### src/rtl/jhs_pkg.sv
`timescale 1ns / 1ps
// Types, codes and constants shared by the JFIF header scanner.
// No dependencies; every other file of the block imports this package.
package jhs_pkg;

    // Marker bytes and segment limits
    localparam logic [7:0] MARK_PREFIX  = 8'hFF;
    localparam logic [7:0] MARK_APP0    = 8'hE0;
    localparam logic [7:0] MARK_SOF0    = 8'hC0;
    localparam logic [7:0] APP0_MIN_LEN = 8'd16;

    // Field positions inside the APP0 body (counted from the identifier)
    localparam logic [4:0] APP0_IDENT_LEN = 5'd6;
    localparam logic [4:0] APP0_MINOR_IDX = 5'd6;
    localparam logic [4:0] APP0_XTH_IDX   = 5'd12;
    localparam logic [4:0] APP0_YTH_IDX   = 5'd13;
    localparam logic [7:0] JFIF_MINOR_MAX = 8'd1;

    // Field positions inside the SOF0 body (counted after the increment)
    localparam logic [4:0] SOF_HEIGHT_HI = 5'd4;
    localparam logic [4:0] SOF_HEIGHT_LO = 5'd5;
    localparam logic [4:0] SOF_WIDTH_HI  = 5'd6;
    localparam logic [4:0] SOF_WIDTH_LO  = 5'd7;
    localparam logic [4:0] SOF_NCOMP     = 5'd8;
    localparam logic [4:0] SOF_SAMP0     = 5'd10;
    localparam logic [4:0] SOF_SAMP1     = 5'd13;
    localparam logic [4:0] SOF_SAMP2     = 5'd16;
    localparam logic [7:0] SOF_FULL_COMPS = 8'd3;

    localparam logic [11:0] POS_MAX = 12'hFFF;

    // Result kinds
    localparam logic KIND_REPORT = 1'b0;
    localparam logic KIND_PIXEL  = 1'b1;

    // Report status codes
    typedef enum logic [1:0] {
        ST_THUMB   = 2'd0,
        ST_FRAME   = 2'd1,
        ST_BAD_ID  = 2'd2,
        ST_NO_SIZE = 2'd3
    } t_status;

    // Parse phases, one-hot
    typedef enum logic [7:0] {
        PH_SCAN   = 8'b0000_0001,
        PH_MARK   = 8'b0000_0010,
        PH_LENHI  = 8'b0000_0100,
        PH_LENLO  = 8'b0000_1000,
        PH_APP0   = 8'b0001_0000,
        PH_SOF    = 8'b0010_0000,
        PH_PIXELS = 8'b0100_0000,
        PH_DONE   = 8'b1000_0000
    } t_phase;

    typedef struct packed {
        logic [7:0] data_byte;
        logic       first_byte;
        logic       last_byte;
    } t_in_word;

    typedef struct packed {
        logic        result_kind;
        logic [1:0]  status;
        logic [15:0] image_width;
        logic [15:0] image_height;
        logic [7:0]  component_count;
        logic [7:0]  sampling_first;
        logic [7:0]  sampling_second;
        logic [7:0]  sampling_third;
        logic [11:0] thumb_offset;
        logic [14:0] pixel_value;
        logic        last_pixel;
    } t_out_word;

    // Input register to parser
    typedef struct packed {
        logic     valid;
        t_in_word word;
    } t_stage;

    // "JFIF", 0, major version 1
    function automatic logic [7:0] jhs_ident_byte(input logic [2:0] idx);
        logic [7:0] v;
        unique case (idx)
            3'd0:    v = 8'h4A;
            3'd1:    v = 8'h46;
            3'd2:    v = 8'h49;
            3'd3:    v = 8'h46;
            3'd4:    v = 8'h00;
            3'd5:    v = 8'h01;
            default: v = 8'h00;
        endcase
        return v;
    endfunction

    function automatic t_out_word jhs_report(
        input t_status     st,
        input logic [15:0] w,
        input logic [15:0] h,
        input logic [7:0]  comps,
        input logic [7:0]  s0,
        input logic [7:0]  s1,
        input logic [7:0]  s2,
        input logic [11:0] off
    );
        t_out_word r;
        r                 = '0;
        r.result_kind     = KIND_REPORT;
        r.status          = st;
        r.image_width     = w;
        r.image_height    = h;
        r.component_count = comps;
        r.sampling_first  = s0;
        r.sampling_second = s1;
        r.sampling_third  = s2;
        r.thumb_offset    = off;
        return r;
    endfunction

endpackage

### src/rtl/jhs_if.sv
`timescale 1ns / 1ps
// Valid/ready channels of the scanner: file bytes in, results out.
// Depends on jhs_pkg for the payload types.
interface jhs_byte_if;
    import jhs_pkg::*;
    logic     valid;
    logic     ready;
    t_in_word data;
    modport source (output valid, output data, input ready);
    modport sink   (input valid, input data, output ready);
endinterface

interface jhs_result_if;
    import jhs_pkg::*;
    logic      valid;
    logic      ready;
    t_out_word data;
    modport source (output valid, output data, input ready);
    modport sink   (input valid, input data, output ready);
endinterface

### src/rtl/jfif_header_scan_thumbnail_unpack_core.sv
`timescale 1ns / 1ps
// Top level of the JFIF header scanner with thumbnail unpacker.
// Depends on jhs_pkg, jhs_if, jhs_in_stage and jhs_parser.

// Takes a JPEG file one byte word per cycle and reports either the embedded
// JFIF thumbnail (size and file offset, then every RGB888 pixel as RGB555)
// or the SOF0 frame size, components and sampling bytes; bad APP0 identifiers
// and files without a usable size give a status report. Throughput is one
// byte per clock: the whole parse step for a byte is combinational logic
// between the input register and the result register, and at most one
// result follows each byte. Back-pressure on the result side stalls the
// input once both registers are full. The user must write thumbnail_only
// only while no byte is in flight; the block itself does not enforce this.
module jfif_header_scan_thumbnail_unpack_core #(
    parameter int unsigned WINDOW_BYTES = 2048
) (
    input  logic         i_clk,
    input  logic         i_rst_n,
    input  logic         i_cfg_we,
    input  logic         i_cfg_wdata,
    jhs_byte_if.sink     i_byte_if,
    jhs_result_if.source o_result_if
);
    import jhs_pkg::*;

    t_stage w_stage;
    logic   w_advance;

    // Input register
    jhs_in_stage u_in_stage (
        .i_clk     (i_clk),
        .i_rst_n   (i_rst_n),
        .i_byte_if (i_byte_if),
        .i_advance (w_advance),
        .o_stage   (w_stage)
    );

    // Parse step and result register
    jhs_parser #(
        .WINDOW_BYTES (WINDOW_BYTES)
    ) u_parser (
        .i_clk       (i_clk),
        .i_rst_n     (i_rst_n),
        .i_cfg_we    (i_cfg_we),
        .i_cfg_wdata (i_cfg_wdata),
        .i_stage     (w_stage),
        .o_advance   (w_advance),
        .o_result_if (o_result_if)
    );

endmodule

### src/rtl/jhs_in_stage.sv
`timescale 1ns / 1ps
// Input register of the scanner: captures one byte word per handshake.
// Depends on jhs_pkg and jhs_byte_if.
module jhs_in_stage (
    input  logic             i_clk,
    input  logic             i_rst_n,
    jhs_byte_if.sink         i_byte_if,
    input  logic             i_advance,
    output jhs_pkg::t_stage  o_stage
);
    import jhs_pkg::*;

    logic     r_valid;
    t_in_word r_word;

    // Take a word when empty or when the parser drains the held one
    assign i_byte_if.ready = !r_valid || i_advance;

    // Hold valid flag
    always_ff @(posedge i_clk) begin
        if (!i_rst_n) begin
            r_valid <= 1'b0;
        end else if (i_byte_if.valid && i_byte_if.ready) begin
            r_valid <= 1'b1;
        end else if (i_advance) begin
            r_valid <= 1'b0;
        end
    end

    // Capture payload
    always_ff @(posedge i_clk) begin
        if (i_byte_if.valid && i_byte_if.ready) begin
            r_word <= i_byte_if.data;
        end
    end

    assign o_stage.valid = r_valid;
    assign o_stage.word  = r_word;

endmodule

### src/rtl/jhs_parser.sv
`timescale 1ns / 1ps
// Parse state, combinational header/pixel step and result register.
// Depends on jhs_pkg and jhs_result_if.
module jhs_parser #(
    parameter int unsigned WINDOW_BYTES = 2048
) (
    input  logic             i_clk,
    input  logic             i_rst_n,
    input  logic             i_cfg_we,
    input  logic             i_cfg_wdata,
    input  jhs_pkg::t_stage  i_stage,
    output logic             o_advance,
    jhs_result_if.source     o_result_if
);
    import jhs_pkg::*;

    localparam logic [12:0] WINDOW_END = 13'(WINDOW_BYTES);

    logic        r_thumb_only;
    logic [11:0] r_pos,  n_pos,  c_pos;
    t_phase      r_phase, n_phase, c_phase;
    logic [4:0]  r_fidx, n_fidx, c_fidx;
    logic        r_len_hi_nz, n_len_hi_nz, c_len_hi_nz;
    logic [15:0] r_w, n_w, c_w;
    logic [15:0] r_h, n_h, c_h;
    logic [7:0]  r_comps, n_comps, c_comps;
    logic [7:0]  r_s0, n_s0, c_s0;
    logic [7:0]  r_s1, n_s1, c_s1;
    logic [7:0]  r_s2, n_s2, c_s2;
    logic [1:0]  r_cphase, n_cphase, c_cphase;
    logic [9:0]  r_part, n_part, c_part;
    logic [15:0] r_left, n_left, c_left;

    logic        r_out_valid;
    t_out_word   r_out;

    logic        w_has;
    t_out_word   w_res;
    logic [7:0]  w_b;
    logic [4:0]  w_sof_idx;
    logic [15:0] w_left_dec;
    logic [11:0] w_off;
    logic [15:0] w_area;

    // Advance when the result register is free or being taken
    assign o_advance = !r_out_valid || o_result_if.ready;

    assign w_b        = i_stage.word.data_byte;
    assign w_sof_idx  = c_fidx + 5'd1;
    assign w_left_dec = c_left - 16'd1;
    assign w_off      = (c_pos == POS_MAX) ? POS_MAX : c_pos + 12'd1;
    assign w_area     = {8'd0, c_w[7:0]} * {8'd0, w_b};

    // Restart clears the scan state before the byte is parsed
    always_comb begin
        if (i_stage.word.first_byte) begin
            c_pos = '0; c_phase = PH_SCAN; c_fidx = '0; c_len_hi_nz = 1'b0;
            c_w = '0; c_h = '0; c_comps = '0; c_s0 = '0; c_s1 = '0; c_s2 = '0;
            c_cphase = '0; c_part = '0; c_left = '0;
        end else begin
            c_pos = r_pos; c_phase = r_phase; c_fidx = r_fidx;
            c_len_hi_nz = r_len_hi_nz;
            c_w = r_w; c_h = r_h; c_comps = r_comps;
            c_s0 = r_s0; c_s1 = r_s1; c_s2 = r_s2;
            c_cphase = r_cphase; c_part = r_part; c_left = r_left;
        end
    end

    // Parse one byte
    always_comb begin
        n_pos = c_pos; n_phase = c_phase; n_fidx = c_fidx; n_len_hi_nz = c_len_hi_nz;
        n_w = c_w; n_h = c_h; n_comps = c_comps;
        n_s0 = c_s0; n_s1 = c_s1; n_s2 = c_s2;
        n_cphase = c_cphase; n_part = c_part; n_left = c_left;
        w_has = 1'b0;
        w_res = '0;

        unique case (c_phase)
            PH_SCAN: begin
                if ({1'b0, c_pos} >= WINDOW_END) begin
                    w_has   = 1'b1;
                    w_res   = jhs_report(ST_NO_SIZE, '0, '0, '0, '0, '0, '0, '0);
                    n_phase = PH_DONE;
                end else if (w_b == MARK_PREFIX) begin
                    n_phase = PH_MARK;
                end
            end
            PH_MARK: begin
                if (w_b == MARK_APP0) begin
                    n_phase = PH_LENHI;
                end else if (w_b == MARK_SOF0) begin
                    n_phase = PH_SOF;
                    n_fidx  = '0;
                end else begin
                    n_phase = PH_SCAN;
                end
            end
            PH_LENHI: begin
                n_len_hi_nz = (w_b != 8'd0);
                n_phase     = PH_LENLO;
            end
            PH_LENLO: begin
                if (!c_len_hi_nz && w_b <= APP0_MIN_LEN) begin
                    n_phase = PH_SCAN;
                end else begin
                    n_phase = PH_APP0;
                    n_fidx  = '0;
                end
            end
            PH_APP0: begin
                // Check identifier and version, then pick up thumbnail size
                if (c_fidx < APP0_IDENT_LEN) begin
                    if (w_b != jhs_ident_byte(c_fidx[2:0])) begin
                        w_has   = 1'b1;
                        w_res   = jhs_report(ST_BAD_ID, '0, '0, '0, '0, '0, '0, '0);
                        n_phase = PH_DONE;
                    end else begin
                        n_fidx = c_fidx + 5'd1;
                    end
                end else if (c_fidx == APP0_MINOR_IDX) begin
                    if (w_b > JFIF_MINOR_MAX) begin
                        w_has   = 1'b1;
                        w_res   = jhs_report(ST_BAD_ID, '0, '0, '0, '0, '0, '0, '0);
                        n_phase = PH_DONE;
                    end else begin
                        n_fidx = c_fidx + 5'd1;
                    end
                end else if (c_fidx == APP0_XTH_IDX) begin
                    n_w    = {8'd0, w_b};
                    n_fidx = c_fidx + 5'd1;
                end else if (c_fidx == APP0_YTH_IDX) begin
                    n_h = {8'd0, w_b};
                    if (c_w == 16'd0 || w_b == 8'd0) begin
                        n_phase = PH_SCAN;
                    end else begin
                        w_has    = 1'b1;
                        w_res    = jhs_report(ST_THUMB, c_w, {8'd0, w_b}, '0, '0, '0, '0,
                                              w_off);
                        n_left   = w_area;
                        n_cphase = '0;
                        n_part   = '0;
                        n_phase  = PH_PIXELS;
                    end
                end else begin
                    n_fidx = c_fidx + 5'd1;
                end
            end
            PH_SOF: begin
                n_fidx = w_sof_idx;
                if (w_sof_idx == SOF_HEIGHT_HI) begin
                    n_h = {w_b, 8'd0};
                end else if (w_sof_idx == SOF_HEIGHT_LO) begin
                    n_h = {c_h[15:8], c_h[7:0] | w_b};
                end else if (w_sof_idx == SOF_WIDTH_HI) begin
                    n_w = {w_b, 8'd0};
                end else if (w_sof_idx == SOF_WIDTH_LO) begin
                    n_w = {c_w[15:8], c_w[7:0] | w_b};
                end else if (w_sof_idx == SOF_SAMP0) begin
                    n_s0 = w_b;
                end else if (w_sof_idx == SOF_SAMP1) begin
                    n_s1 = w_b;
                end else if (w_sof_idx == SOF_SAMP2) begin
                    n_s2 = w_b;
                end else if (w_sof_idx == SOF_NCOMP) begin
                    n_comps = w_b;
                end
                // Frame or no-size report when the count is not three or the list is complete
                if ((w_sof_idx == SOF_NCOMP && w_b != SOF_FULL_COMPS) ||
                    w_sof_idx == SOF_SAMP2) begin
                    w_has   = 1'b1;
                    n_phase = PH_DONE;
                    if (n_w == 16'd0 || n_h == 16'd0 || r_thumb_only) begin
                        w_res = jhs_report(ST_NO_SIZE, '0, '0, '0, '0, '0, '0, '0);
                    end else begin
                        w_res = jhs_report(ST_FRAME, n_w, n_h, n_comps,
                                           n_s0, n_s1, n_s2, '0);
                    end
                end
            end
            PH_PIXELS: begin
                // Keep top five bits of each channel
                unique case (c_cphase)
                    2'd0: begin
                        n_part   = {5'd0, w_b[7:3]};
                        n_cphase = 2'd1;
                    end
                    2'd1: begin
                        n_part   = {c_part[4:0], w_b[7:3]};
                        n_cphase = 2'd2;
                    end
                    default: begin
                        n_left            = w_left_dec;
                        n_cphase          = 2'd0;
                        w_has             = 1'b1;
                        w_res.result_kind = KIND_PIXEL;
                        w_res.pixel_value = {c_part, w_b[7:3]};
                        w_res.last_pixel  = (w_left_dec == 16'd0);
                        if (w_left_dec == 16'd0) begin
                            n_phase = PH_DONE;
                        end
                    end
                endcase
            end
            default: begin
                n_phase = PH_DONE;
            end
        endcase

        // End of file inside the search or a header gives no-size report
        if (i_stage.word.last_byte) begin
            if (!w_has && n_phase != PH_PIXELS && n_phase != PH_DONE) begin
                w_has = 1'b1;
                w_res = jhs_report(ST_NO_SIZE, '0, '0, '0, '0, '0, '0, '0);
            end
            n_phase = PH_DONE;
        end

        if (c_pos != POS_MAX) begin
            n_pos = c_pos + 12'd1;
        end
    end

    // Configuration register
    always_ff @(posedge i_clk) begin
        if (!i_rst_n) begin
            r_thumb_only <= 1'b0;
        end else if (i_cfg_we) begin
            r_thumb_only <= i_cfg_wdata;
        end
    end

    // Commit parse state on each consumed word
    always_ff @(posedge i_clk) begin
        if (!i_rst_n) begin
            r_pos <= '0; r_phase <= PH_SCAN; r_fidx <= '0; r_len_hi_nz <= 1'b0;
            r_w <= '0; r_h <= '0; r_comps <= '0;
            r_s0 <= '0; r_s1 <= '0; r_s2 <= '0;
            r_cphase <= '0; r_part <= '0; r_left <= '0;
        end else if (o_advance && i_stage.valid) begin
            r_pos <= n_pos; r_phase <= n_phase; r_fidx <= n_fidx;
            r_len_hi_nz <= n_len_hi_nz;
            r_w <= n_w; r_h <= n_h; r_comps <= n_comps;
            r_s0 <= n_s0; r_s1 <= n_s1; r_s2 <= n_s2;
            r_cphase <= n_cphase; r_part <= n_part; r_left <= n_left;
        end
    end

    // Result register valid
    always_ff @(posedge i_clk) begin
        if (!i_rst_n) begin
            r_out_valid <= 1'b0;
        end else if (o_advance) begin
            r_out_valid <= i_stage.valid && w_has;
        end
    end

    // Result register payload
    always_ff @(posedge i_clk) begin
        if (o_advance && i_stage.valid && w_has) begin
            r_out <= w_res;
        end
    end

    assign o_result_if.valid = r_out_valid;
    assign o_result_if.data  = r_out;

endmodule

### src/flat_wrapper.sv
// flat-port wrapper written by rule: the top's interface ports become plain ports
module jfif_header_scan_thumbnail_unpack_core_flat import jhs_pkg::*;
#(
    parameter int unsigned WINDOW_BYTES = 2048
)
  (i_clk, i_rst_n, i_cfg_we, i_cfg_wdata, i_byte_if_valid, i_byte_if_data, i_byte_if_ready, o_result_if_valid, o_result_if_data, o_result_if_ready);
  jhs_byte_if i_byte_if_i ();
  jhs_result_if o_result_if_i ();
  input  logic i_clk;
  input  logic i_rst_n;
  input  logic i_cfg_we;
  input  logic i_cfg_wdata;
  input wire logic [$bits(i_byte_if_i.valid)-1:0] i_byte_if_valid;
  input wire logic [$bits(i_byte_if_i.data)-1:0] i_byte_if_data;
  output wire logic [$bits(i_byte_if_i.ready)-1:0] i_byte_if_ready;
  output wire logic [$bits(o_result_if_i.valid)-1:0] o_result_if_valid;
  output wire logic [$bits(o_result_if_i.data)-1:0] o_result_if_data;
  input wire logic [$bits(o_result_if_i.ready)-1:0] o_result_if_ready;
  assign i_byte_if_i.valid = i_byte_if_valid;
  assign i_byte_if_i.data = i_byte_if_data;
  assign i_byte_if_ready = i_byte_if_i.ready;
  assign o_result_if_valid = o_result_if_i.valid;
  assign o_result_if_data = o_result_if_i.data;
  assign o_result_if_i.ready = o_result_if_ready;
  jfif_header_scan_thumbnail_unpack_core #(.WINDOW_BYTES(WINDOW_BYTES)) u_core (.i_clk(i_clk), .i_rst_n(i_rst_n), .i_cfg_we(i_cfg_we), .i_cfg_wdata(i_cfg_wdata), .i_byte_if(i_byte_if_i), .o_result_if(o_result_if_i));
endmodule
### config.mk
export PLATFORM = sky130hd
export DESIGN_NAME = jfif_header_scan_thumbnail_unpack_core_flat
export DESIGN_NICKNAME = d
export VERILOG_FILES = /design/src/rtl/jhs_pkg.sv /design/src/rtl/jhs_if.sv /design/src/rtl/jfif_header_scan_thumbnail_unpack_core.sv /design/src/rtl/jhs_in_stage.sv /design/src/rtl/jhs_parser.sv /design/src/flat_wrapper.sv
export SDC_FILE = /design/constraint.sdc
export NUM_CORES = 1
export LEC_CHECK = 0
export BUFFER_PORTS_ARGS = -buffer_cell sky130_fd_sc_hd__buf_2
export CAP_MARGIN = 20
export CORE_ASPECT_RATIO = 1.2
export CORE_UTILIZATION = 35
export DETAILED_ROUTE_END_ITERATION = 10
export GPL_TIMING_DRIVEN = 0
export PLACE_DENSITY_LB_ADDON = 0.3
export RECOVER_POWER = 50
export SYNTH_ARGS = -nofsm -noshare
export SYNTH_HDL_FRONTEND = slang
export SYNTH_HIERARCHICAL = 1
export SYNTH_SLANG_ARGS = --single-unit
### constraint.sdc
create_clock -name i_clk -period 11.2 [get_ports i_clk]
set_input_delay 1.12 -clock i_clk [delete_from_list [all_inputs] [get_ports i_clk]]
set_output_delay 1.12 -clock i_clk [all_outputs]
set_load 0.1 [all_outputs]
Word-level counts from Yosys, hierarchy flattened
Index checks and enable logic that the tools add are counted.
- word-level logic and storage cells: 246
- output and inout bits: 97
- input bits: 16
- register bits: 226
- bitwise gates (word level): 2
- multiplexer cells: 145
- $mul: 1
- equal/unequal tests: 32
- reductions and logical operators: 29
- add/subtract/negate cells: 3
- order comparisons: 4
- operators by type and width (cell ; count):
    $mux W94 ; 5
    $mux W8 ; 51
    $mux W95 ; 4
    $mux W16 ; 23
    $mux W92 ; 3
    $pmux W78 S3 ; 1
    $pmux W16 S2 ; 3
    $logic_not A16 Y1 ; 4
    $pmux W16 S4 ; 1
    $mux W10 ; 6
    $pmux W8 S7 ; 1
    $mux W5 ; 11
    $pmux W10 S2 ; 2
    $mux W12 ; 3
    $pmux W7 S4 ; 1
    $eq A5 B3 Y1 const B ; 5
    $eq A5 B4 Y1 const B ; 5
    $eq A8 B8 Y1 const B ; 3
    $pmux W5 S4 ; 1
    $mul A8 B8 Y16 ; 1
    $mux W1 ; 16
    $or A8 B8 Y8 ; 2
    $sub A16 B1 Y16 const B ; 1
    $add A12 B1 Y12 const B ; 1
    other kinds (37) ; 62

Logic depth before layout (Yosys ltp)
- word-level depth: 16
- mapped depth: 24
- gate-level depth less buffers: 18

Hierarchy
Netlist, hierarchy kept.
- by module, submodules not included (module ; instances ; area an instance (um2) ; seq. area each (um2) ; cells each):
    jhs_parser ; 1 ; 12947.4 ; 5255.0 ; 1417
    jhs_in_stage ; 1 ; 365.4 ; 320.3 ; 16

Worst setup path after synthesis
OpenSTA, ideal clock, no wires.
- path type: flip-flop to flip-flop
- start: reg u_core.u_in_stage.r_word (netlist bit u_core/u_in_stage/o_stage[1])
- end: reg u_core.u_parser.r_out (netlist bit u_core/u_parser/o_result_if.data[0]) (enable)
- path slack: 2.307 ns
- path buffers: 6
- arrival time: 8.288 ns
- clock period less this slack: 8.893 ns
- stages on the path, launching flop included: 17
- data required time: 10.595 ns
- path through: edfxtp_1 > buf_2 > buf_2 > buf_2 > clkinv_1 > clkbuf_1 > clkbuf_1 > buf_1 > nand2_1 > inv_1 > ha_1 > ha_1 > nand2_1 > a41o_1 > nor2_1 > a311oi_1 > a31oi_1
- word-level cells in the longest chain between the ends: 16
- elaborated cells between the ends (all ways): 75
- RTL lines (element ; line ; RTL):
    start, declared ; jhs_in_stage.sv:14 ; t_in_word r_word;
    start signal, assigned ; jhs_in_stage.sv:33 ; r_word <= i_byte_if.data;
    parallel branches: the longest is 14 deep, another holds $sub A16 B1 Y16 ; n/a ;
    $mux W1 (*) ; jhs_parser.sv:210 ; if (i_stage.word.last_byte) begin
    $logic_and A1 B1 Y1 (*) ; jhs_parser.sv:259 ; if (o_advance && i_stage.valid && w_has) begin
    end signal, assigned ; jhs_parser.sv:260 ; r_out <= w_res;
    end, declared ; jhs_parser.sv:35 ; t_out_word r_out;
Mark *: on every way between the ends. The select of a mux whose other input is x is not followed.
A chain may end at the register's enable or synchronous reset.

Worst setup path in the final report
- start: reg u_core.u_in_stage.r_word (netlist bit u_core/u_in_stage/o_stage[1])
- end: reg u_core.u_parser.r_left[14]
- word-level cells in the longest chain between the ends: 9
- elaborated cells between the ends (all ways): 25
- RTL lines (element ; line ; RTL):
    parallel branches: the longest is 8 deep, another holds $mul A8 B8 Y16 ; n/a ;
    $pmux W16 S2 (*) ; jhs_parser.sv:78 ; unique case (c_phase)
    end signal, assigned ; jhs_parser.sv:244 ; r_cphase <= n_cphase; r_part <= n_part; r_left <= n_left;
    end, declared ; jhs_parser.sv:32 ; logic [15:0] r_left, n_left, c_left;
Mark *: on every way between the ends.

==> results_dict.tcl <==
set metrics [dict create \
    antenna_found_initial 0 \
    tightest_slew_ns 1.19 \
    p_switching_mw 0.577 \
    netlist_top_cells_count "151 x nor2_1, 121 x dfxtp_1, 105 x edfxtp_1, 93 x a21oi_1, 93 x nand2_1" \
    drt-initial-drc-count 1053 \
    ir_drop_mv 0.0971 \
    endpoint_kind "register" \
    fin_crit_sh_pct 79.1 \
    wl_um 43100 \
    die_w_um 180 \
    grt_pass1_vias 11500 \
    ant_nets 0 \
    dieArea_um2 38800 \
    ios 113 \
    grt_usage_pct 21.8 \
    clk_latency_ns 0.54 \
    cp_common_cell "clkbuf_1" \
    yosysSeqAreaShare_pct 41.9 \
    clock-root-buffer "clkbuf_16" \
    synth_top_area_share_pct 23.7 \
    stdcell_area_um2 15300 \
    yosys-top-cells-area "edfxtp_1 24%, dfxtp_1 18%, fa_1 5.4%" \
    final.setup.tns_ns 0 \
    crit_type "register to register" \
    period_minus_slack_ns 8.86 \
    cts_resized 0 \
    syn-num-nets 1530 \
    grt_first_pass_wirelength_um 66600 \
    drtPass1Iterations 5 \
    drive_gt1_share_pct 6.70 \
    slew_viol_final 0 \
    clock_skew_ns 0.0160 \
    overflow 0 \
    cap_violations 0 \
    p_int_mw 1.51 \
    hold_viol 0 \
    slowest_delay_ns 0.80 \
    fin_nets 1674 \
    p_leak_nw 5.32 \
    p_clk_share_pct 45.1 \
    clock-sinks 226 \
    slowest_stage "buf_1" \
    path_cells "clkbuf_1 -> clkbuf_1 -> clkbuf_1 -> clkbuf_1 -> clkbuf_1 -> buf_1 -> nor2b_1 -> and2_1 -> fa_1 -> fa_1 -> inv_1 -> fa_1 -> fa_1 -> inv_1 -> ha_1 -> o21ai_0 -> o21a_1 -> or3_1 -> a31oi_1 -> xnor2_1 -> nor4_1 -> o31a_1" \
    yosysWarnings 6 \
    synth_edf_count 105 \
    rows 77 \
    vias 11800 \
    worst_ep_arrival_time_ns 9.29 \
    clockBufferDepth 3 \
    yosysMostFrequentCell "nor2_1" \
    io_buffers 112 \
    cts_tree "done" \
    cellPowerDensity_nw_per_um2 136 \
    postSynth.asyncResetShare_pct 0 \
    fmaxAchievable_mhz 113 \
    hp-class "register to register" \
    clkTransAtPathRegs_ns 0.07 \
    ys_ff_latch 226 \
    netlist_instances 1433 \
    post_cts_buffers 0 \
    die_h_um 216 \
    vias_per_cell 5.70 \
    p_seq_share_pct 42.9 \
    maxSlewHeadroom_pct 21.2 \
    avgSynthCellArea_um2 9.29 \
    setup_viol 0 \
    worstSetupStartpointType "register" \
    numCtsBuffers 25 \
    initial_core_util_pct 35.8 \
    h-tree-depth 1 \
    swShare_pct 27.7 \
    synthesis.area_um2 13300 \
    synth_top_area_cell "edfxtp_1" \
    worst-path-max-fanout 10 \
    holdBufCountCts 0 \
    place_area_um2 14500 \
    grt_max_degree 31 \
    routedWlPerCell_um 20.8 \
    rsz0062_at_grt "false" \
    gp_congestion 0.943 \
    nFillCells 3760 \
    antenna_cells 0 \
    worstPathRequired_ns 11.63 \
    core_um2 37200 \
    combinationalPowerShare_pct 12.0 \
    area_growth_syn_to_layout_pct 15.1 \
    outcome "finished clean" \
    synthFlopType "dfxtp_1" \
    drc 0 \
    yosysUniqueCellTypes 89 \
    hpwl_um 31300 \
    hold_slack_ns 0.468 \
]
==> state kept, by name (all words and copies together) (netlist names), 2 cells and up <==
signal	cells
u_core/u_parser/o_result_if.data	95
u_core/u_in_stage/o_stage	10
u_core/u_parser/r_s2	8
u_core/u_parser/r_h	16
u_core/u_parser/r_w	16
u_core/u_parser/r_left	16
u_core/u_parser/r_phase	8
u_core/u_parser/r_pos	12
u_core/u_parser/r_part	10
u_core/u_parser/r_s0	8
u_core/u_parser/r_comps	8
u_core/u_parser/r_cphase	2
u_core/u_parser/r_fidx	5
u_core/u_parser/r_s1	8
==> metrics by stage <==
step | std cells | power [mW] | utilization, % | setup slack [ns]
floorplan | 1433 | 1.10 | - | 2.31
global placement | 2019 | 1.17 | 38.9 | -1.71
detailed placement | 2022 | 1.17 | 39.1 | 3.29
CTS | 2068 | 2.10 | 41.6 | 3.24
global route | 2070 | 2.14 | 41.2 | 2.15
finish | 2070 | 2.09 | 41.2 | 2.34
==> final cells by class <==
class,instances,area (um2),share of cell area (%)
timing repair buffer,117,517,3.37
tap,474,593,3.87
sequential,226,5580,36.4
clock inverter,17,272,1.77
inverter,67,251,1.64
clock buffer,29,661,4.31
multi-input combinational,1035,7040,45.9
buffer,105,419,2.73
==> cells in the final DEF (no fill, tap or decap), types with 36 or more instances in the layout <==
cell type	n
dfxtp_1	121
and2_1	62
fa_1	36
nor2_1	152
clkbuf_1	192
o21ai_0	63
nor2b_1	39
inv_1	64
nand2_1	93
a22oi_1	45
ha_1	45
a21oi_1	93
edfxtp_1	105
==> path summary, 6_finish.rpt <==
kind	startpoint	endpoint	slack (ns)	cells past startpoint
worst min-delay path	u_core/u_parser/r_part[7]$_SDFFE_PN0P_	u_core/u_parser/r_part[7]$_SDFFE_PN0P_	0.47	1
worst max register to register	u_core/u_in_stage/o_stage[1]$_DFFE_PP_	u_core/u_parser/r_left[14]$_SDFFE_PN0P_	2.34	22
worst min register to register	u_core/u_parser/r_part[7]$_SDFFE_PN0P_	u_core/u_parser/r_part[7]$_SDFFE_PN0P_	0.47	1
worst max-delay path	u_core/u_in_stage/o_stage[1]$_DFFE_PP_	u_core/u_parser/r_left[14]$_SDFFE_PN0P_	2.34	22
==> logic make-up (layout without fill, tap and decap cells) <==
family	Yosys count	count (layout)	synth area share, %
compound gates	350	350	17.7
fa+ha+maj	81	81	9.64
xor+xnor	22	22	1.45
flops	226	226	41.9
simple gates	566	566	22.9
buf+inv	172	335	5.10
mux	16	16	1.28
==> layer usage <==
layer / track usage, % / wire (um)
met3: 2.94 / 3190
met4: 8.29 / 1400
met2: 35.5 / 19700
met1: 29.5 / 18800
met5: 0 / 0
==> critical path, delay by kind of cell, from the launching register on <==
family / cells / cell delay, ns
AOI/OAI and AO/OA: 4 / 0.84
xor gates and xnor gates: 1 / 0.18
adders and majority gates: 5 / 2.30
buffers and inverters: 8 / 3.92
DFF: 1 / 0.32
and+or+nand+nor: 4 / 1.19
==> power groups by stage <==
stage	Sequential [mW]	Clock [mW]	Combinational [mW]
finish	0.895	0.940	0.251
global route	0.897	0.983	0.262
CTS	0.894	0.953	0.254
detailed placement	0.912	0	0.253
global placement	0.916	0	0.249
floorplan	1.02	0	0.0829
Power figures use the tool's default switching activity.
